**config.mk**
```make
export PLATFORM = sky130hd
export DESIGN_NAME = svsa_end_calc
export DESIGN_NICKNAME = d
export VERILOG_FILES = /design/src/sv/svsa_pkg.sv /design/src/sv/svsa_end_calc.sv
export SDC_FILE = /design/constraint.sdc
export NUM_CORES = 1
export LEC_CHECK = 0
export BUFFER_PORTS_ARGS = -buffer_cell sky130_fd_sc_hd__buf_4
export CAP_MARGIN = 0
export CORE_MARGIN = 5
export CORE_UTILIZATION = 40
export CTS_CLUSTER_DIAMETER = 200
export DETAILED_ROUTE_END_ITERATION = 8
export SYNTH_ARGS = -nofsm -noshare
export SYNTH_HDL_FRONTEND = slang
export SYNTH_SLANG_ARGS = --single-unit
```
**constraint.sdc**
```tcl
create_clock -name clock -period 13.61 [get_ports clock]
set_clock_uncertainty 0.05 [all_clocks]
set_input_delay 2.722 -clock clock [delete_from_list [all_inputs] [get_ports clock]]
set_output_delay 2.722 -clock clock [all_outputs]
set_load 0.03 [all_outputs]
```
**src/sv/svsa_pkg.sv**
```systemverilog
// Shared types and constants for the texture record stack allocator.
// Used by the entry RAM, the end address unit and the top level core.
package svsa_pkg;

   // Table depth and the widths that follow from it
   localparam int MAX_ENTRIES = 256;
   localparam int IDX_W       = (MAX_ENTRIES > 2) ? $clog2(MAX_ENTRIES) : 1;
   localparam int CNT_W       = $clog2(MAX_ENTRIES + 1);

   // Field widths
   localparam int ADDR_W  = 20;   // byte address
   localparam int UNIT_W  = 17;   // start address in 8-byte units
   localparam int BASE_W  = 19;
   localparam int PROD_W  = 17;   // width * height

   // Request actions
   localparam logic ACT_ADD  = 1'b0;
   localparam logic ACT_FREE = 1'b1;

   // Result status codes
   localparam logic [1:0] ST_DONE    = 2'd0;
   localparam logic [1:0] ST_FULL    = 2'd1;
   localparam logic [1:0] ST_IGNORED = 2'd2;

   // One table entry
   typedef struct packed {
      logic [8:0]        width;
      logic [7:0]        height;
      logic [2:0]        shift;
      logic [UNIT_W-1:0] start;
   } entry_type;

endpackage

```
**src/sv/svsa_end_calc.sv**
```systemverilog
// End address unit: registers width*height, then rounds the byte size and
// adds it to the start. Depends on svsa_pkg for the entry type.
module svsa_end_calc
   import svsa_pkg::*;
(
   input  logic              clock,
   input  logic              load,
   input  entry_type         entry,
   output logic [ADDR_W-1:0] end_addr
);

   logic [PROD_W-1:0] prod_ff;
   logic [PROD_W-1:0] prod_in;
   logic [2:0]        shift_ff;
   logic [UNIT_W-1:0] start_ff;
   logic [ADDR_W-1:0] bytes_raw;
   logic [ADDR_W-1:0] bytes_round;

   assign prod_in = PROD_W'(entry.width) * PROD_W'(entry.height);

   // Hold the product and the fields needed next cycle
   always_ff @(posedge clock) begin
      if (load) begin
         prod_ff  <= prod_in;
         shift_ff <= entry.shift;
         start_ff <= entry.start;
      end
   end

   // Scale by four, shift by pixel size, round up to 32 bytes
   always_comb begin
      bytes_raw   = {1'b0, prod_ff, 2'b00} >> shift_ff;
      bytes_round = (bytes_raw + ADDR_W'(32'h1f)) & ADDR_W'(32'h7ffe0);
      end_addr    = {start_ff, 3'b000} + bytes_round;
   end

endmodule

```
# Word-level counts from Yosys, hierarchy flattened

Index checks and enable logic that the tools add are counted.

$add $sub $neg: 2
$mul: 1
Shifts and indexed selects: 1

Operator list:

| operator                                       | number |
|---|---|
| adder 20 x 19 -> 20 bit                        | 1 |
| adder 19 x 5 -> 19 bit (second input constant) | 1 |
| right shift 19 x 3 -> 19 bit                   | 1 |
| multiplier 9 x 8 -> 17 bit                     | 1 |

Register bits: 37
Input port bits: 39
Output and inout bits: 20
Word-level logic and storage cells: 7

# Longest topological paths before layout

Word-level depth: 3
Depth in mapped cells: 16
Depth with buffers taken out: 16

# Worst setup path after synthesis

OpenSTA, ideal clock, no wires.

Path kind: input to register
From: in entry[29] in the netlist's numbering
To: reg prod_ff[13] (data pin)
Library setup time: 0.259 ns
Arrival: 6.301 ns
Required time: 13.301 ns
Slack: 7.000 ns
Stages: 14
Buffers on the path: 0
Cell sequence: and2_1 > fa_1 > fa_1 > fa_1 > inv_1 > fa_1 > inv_1 > ha_1 > or2_2 > a21oi_1 > a21oi_1 > a41oi_1 > nor2b_1 > xnor2_1

Cells in the longest elaborated chain, start to end: 1

RTL lines:

| what                       | RTL line            | source |
|---|---|---|
| from (decl)                | svsa_end_calc.sv:8  | `input entry_type entry,` |
| multiplier 9 x 8 -> 17 bit | svsa_end_calc.sv:19 | `assign prod_in = PROD_W'(entry.width) * PROD_W'(entry.height);` |
| net prod_in[13]            | svsa_end_calc.sv:13 | `logic [PROD_W-1:0] prod_in;` |
| to (signal assigned)       | svsa_end_calc.sv:24 | `prod_ff <= prod_in;` |
| to (decl)                  | svsa_end_calc.sv:12 | `logic [PROD_W-1:0] prod_ff;` |

The timed path passes the listed nets, and every way through them passes these cells.
A chain may end at the register's enable or synchronous reset.

# Final worst setup path

From: reg shift_ff[1]
To: out end_addr[19]

Cells in the longest elaborated chain, start to end: 3

RTL lines:

| what                         | RTL line            | source |
|---|---|---|
| from (decl)                  | svsa_end_calc.sv:14 | `logic [2:0] shift_ff;` |
| from (signal assigned)       | svsa_end_calc.sv:25 | `shift_ff <= entry.shift;` |
| right shift 19 x 3 -> 19 bit | svsa_end_calc.sv:32 | `bytes_raw = {1'b0, prod_ff, 2'b00} >> shift_ff;` |
| adder 19 x 5 -> 19 bit       | svsa_end_calc.sv:33 | `bytes_round = (bytes_raw + ADDR_W'(32'h1f)) & ADDR_W'(32'h7ffe0);` |
| adder 20 x 19 -> 20 bit      | svsa_end_calc.sv:34 | `end_addr = {start_ff, 3'b000} + bytes_round;` |
| to (decl)                    | svsa_end_calc.sv:9  | `output logic [ADDR_W-1:0] end_addr` |

Every way passes these cells.

==> impl_metrics.ini <==
[run_status]
status = completed

[logic_synthesis]
yosysTopAreaCell = edfxtp_1
synth_fa_ha_area_frac = 0.285
synth_edf_count = 37
synth_area_leaders = edfxtp_1 (21%), fa_1 (16%), ha_1 (12%), and2_1 (6.7%), inv_1 (4.8%)
ys_ff_latch = 37
synthXorXnorAreaFrac = 0.0499
synth_most_common_cell = inv_1
synth_compound_area_frac = 0.120
synth_common_cells = inv_1 (68), and2_1 (56), ha_1 (51)
async_flop_share = 0
synth_top_family_by_area = adder cells
synth_area_mm2 = 0.00526
synth_top_area_frac = 0.211
synthFlopType = edfxtp_1
ys_seq_area_frac = 0.211
synth_area_per_cell_um2 = 9.55
synth_cell_types = 64
synthMuxAreaShare = 0.0727
postSynthCellCount = 551
synth-simple-area-share = 0.184
ys_warn_count = 0

[floorplan]
dieHeight_um = 125
core_area_mm2 = 0.0131
rows = 42
start_util = 0.402
die_x_um = 125
io_pins = 59
dieArea_mm2 = 0.0156

[finish]
fillCellCount = 1238
register_area_mm2 = 0.00111
final_area_mm2 = 0.00594
nets = 732
layout-drive-gt1-share = 0.148
multi_input_area_mm2 = 0.00376
area_delta_synth_final_pct = 12.8
final_core_util = 0.454
diodes = 0

[clock_tree]
cts.sinks = 37
cts_root_buffer = clkbuf_16
cts_resized = 0
ctsHtreeMaxLevel = 2
clk_path_buf_depth = 2
cts_setup_buffers = 0
path_clk_slew_ns = 0.06
cts_tree = done
cts_buffers = 5
ctsHoldBuffers = 0

[power_and_ir_drop]
leakagePower_nw = 2.66
cellPowerDensity_mw_per_mm2 = 191
ir_drop_mv = 0.0684

[setup_path]
arrival_ns = 5.10
critPathSlowestCell = edfxtp_1
cp-end-kind = output port
worstSetupPathType = flip-flop to output port
crit_top_cell = o21ai_0
crit_fanout = 29
crit_chain = mux4_1, mux2i_1, or2_1, a21oi_2, a211oi_1, nor4_1, ha_1, o21ai_0, o21ai_0, a31oi_1, o31ai_1, or4_1, nand4_1, buf_4
cp_slowest_stage_delay_ns = 1.07
critPathRequiredTime_ns = 10.84
start_kind = flip-flop

[timing]
tns_ns = 0
drv_slew = 0
layout_setup_ws_ns = 5.74
period_needed_ns = 7.87
tightest_slew_ns = 1.08
setup_viol = 0
hold_violations = 0
rsz0062_at_grt = false
relSlewSlack = 0.281
fin_crit_sh = 0.579
fmax_ghz = 0.127

[global_routing]
antenna_found_initial = 0
grt_first_pass_wirelength_mm = 18.8
grt.overflow.total = 0
track_usage = 0.142
grt_max_degree = 44
grt_pass1_vias = 4031

[routing]
viasPerCell = 5.12
vias = 3973
drt_wl_total_mm = 10.8
first_pass_iters = 5
wl_per_cell_um = 13.9
drtAntennaViolNets = 0
drc = 0
drt_iter0_drc = 172

[placed_design]
place_area_mm2 = 0.00577
post-dp-hpwl_mm = 8.65
io_buffers = 55
place_ws_ns = 6.09
routabilityCongestion = 0.825

[run]
max-cap-violations = 0

[min_path]
hp-class = input port to flip-flop
==> worst paths after layout <==
| path | start | end | slack, ns | depth (start not counted) |
|---|---|---|---|---|
| worst max-delay path | shift_ff[1]$_DFFE_PP_ | end_addr[19] | 5.74 | 14 |
| worst min-delay path | entry[19] | shift_ff[2]$_DFFE_PP_ | 2.56 | 1 |
==> cells in the final DEF, fill, tap and decap left out, drive strengths merged, types with 4 or more instances in the layout <==
master and instances:
xor2 7, mux2 12, o21bai 4, o211ai 7, or2 4, buf 56
a21o 6, nand2b 7, nand3 11, nand4 8, nor3 12, clkbuf 5
ha 51, xnor2 23, and2 57, fa 43, o31ai 4, nor2b 10
a21oi 28, inv 69, mux4 4, nand2 37, mux2i 15, edfxtp 37
a211oi 6, a31oi 5, o21ai 17, nor2 19
==> power by group <==
part	switching [W]	internal, W	leakage, nW	total (W)
sequential	0.0000337	0.000168	0.361	0.000202
combinational	0.000458	0.000341	2.22	0.000799
clock	0.0000463	0.0000866	0.0800	0.000133
==> layer usage <==
metal | track usage | share of wire | up-vias
met5 | 0 | 0 | -
met4 | 0.0322 | 0.0097 | 0
met3 | 0.0214 | 0.038 | 5
met2 | 0.260 | 0.50 | 87
met1 | 0.176 | 0.46 | 1877
li1 | - | - | 2004
==> state kept, by name, indices dropped and copies added, names as in the netlist <==
signal	count
prod_ff	17
start_ff	17
shift_ff	3
==> worst max-delay path, delay by kind of cell, from the launching register on <==
kind | cells | cell delay (ns)
AOI/OAI and AO/OA | 6 | 1.59
adders and majority gates | 1 | 0.33
buffers and inverters | 1 | 0.16
DFF | 1 | 1.07
muxes | 2 | 0.57
and+or+nand+nor | 4 | 1.11
==> cell families (layout without fill, tap and decap cells) <==
| logic type | after synthesis | in the layout |
|---|---|---|
| and+or+nand+nor | 177 | 177 |
| adders and majority gates | 94 | 94 |
| AOI/OAI and AO/OA | 95 | 95 |
| buffers and inverters | 86 | 133 |
| xor gates and xnor gates | 30 | 30 |
| muxes | 31 | 31 |
| DFF | 37 | 37 |
| other | 1 | 3 |
==> area by class of cell <==
cell class | count | area share
inverter | 69 | 0.0436
clock inverter | 3 | 0.00780
tap | 176 | 0.0371
multi-input combinational | 430 | 0.633
clock buffer | 5 | 0.0211
sequential | 37 | 0.187
timing repair buffer | 56 | 0.0708
==> through the flow <==
stage	hold WS [ns]	instances	power (W)
after floorplan	2.77	553	0.000808
after global placement	2.85	768	0.000988
after detailed placement	2.85	768	0.00100
after CTS	2.55	776	0.00114
after global routing	2.55	776	0.00124
final	2.56	776	0.00113
Note: power is estimated with default switching activity, not from simulation.
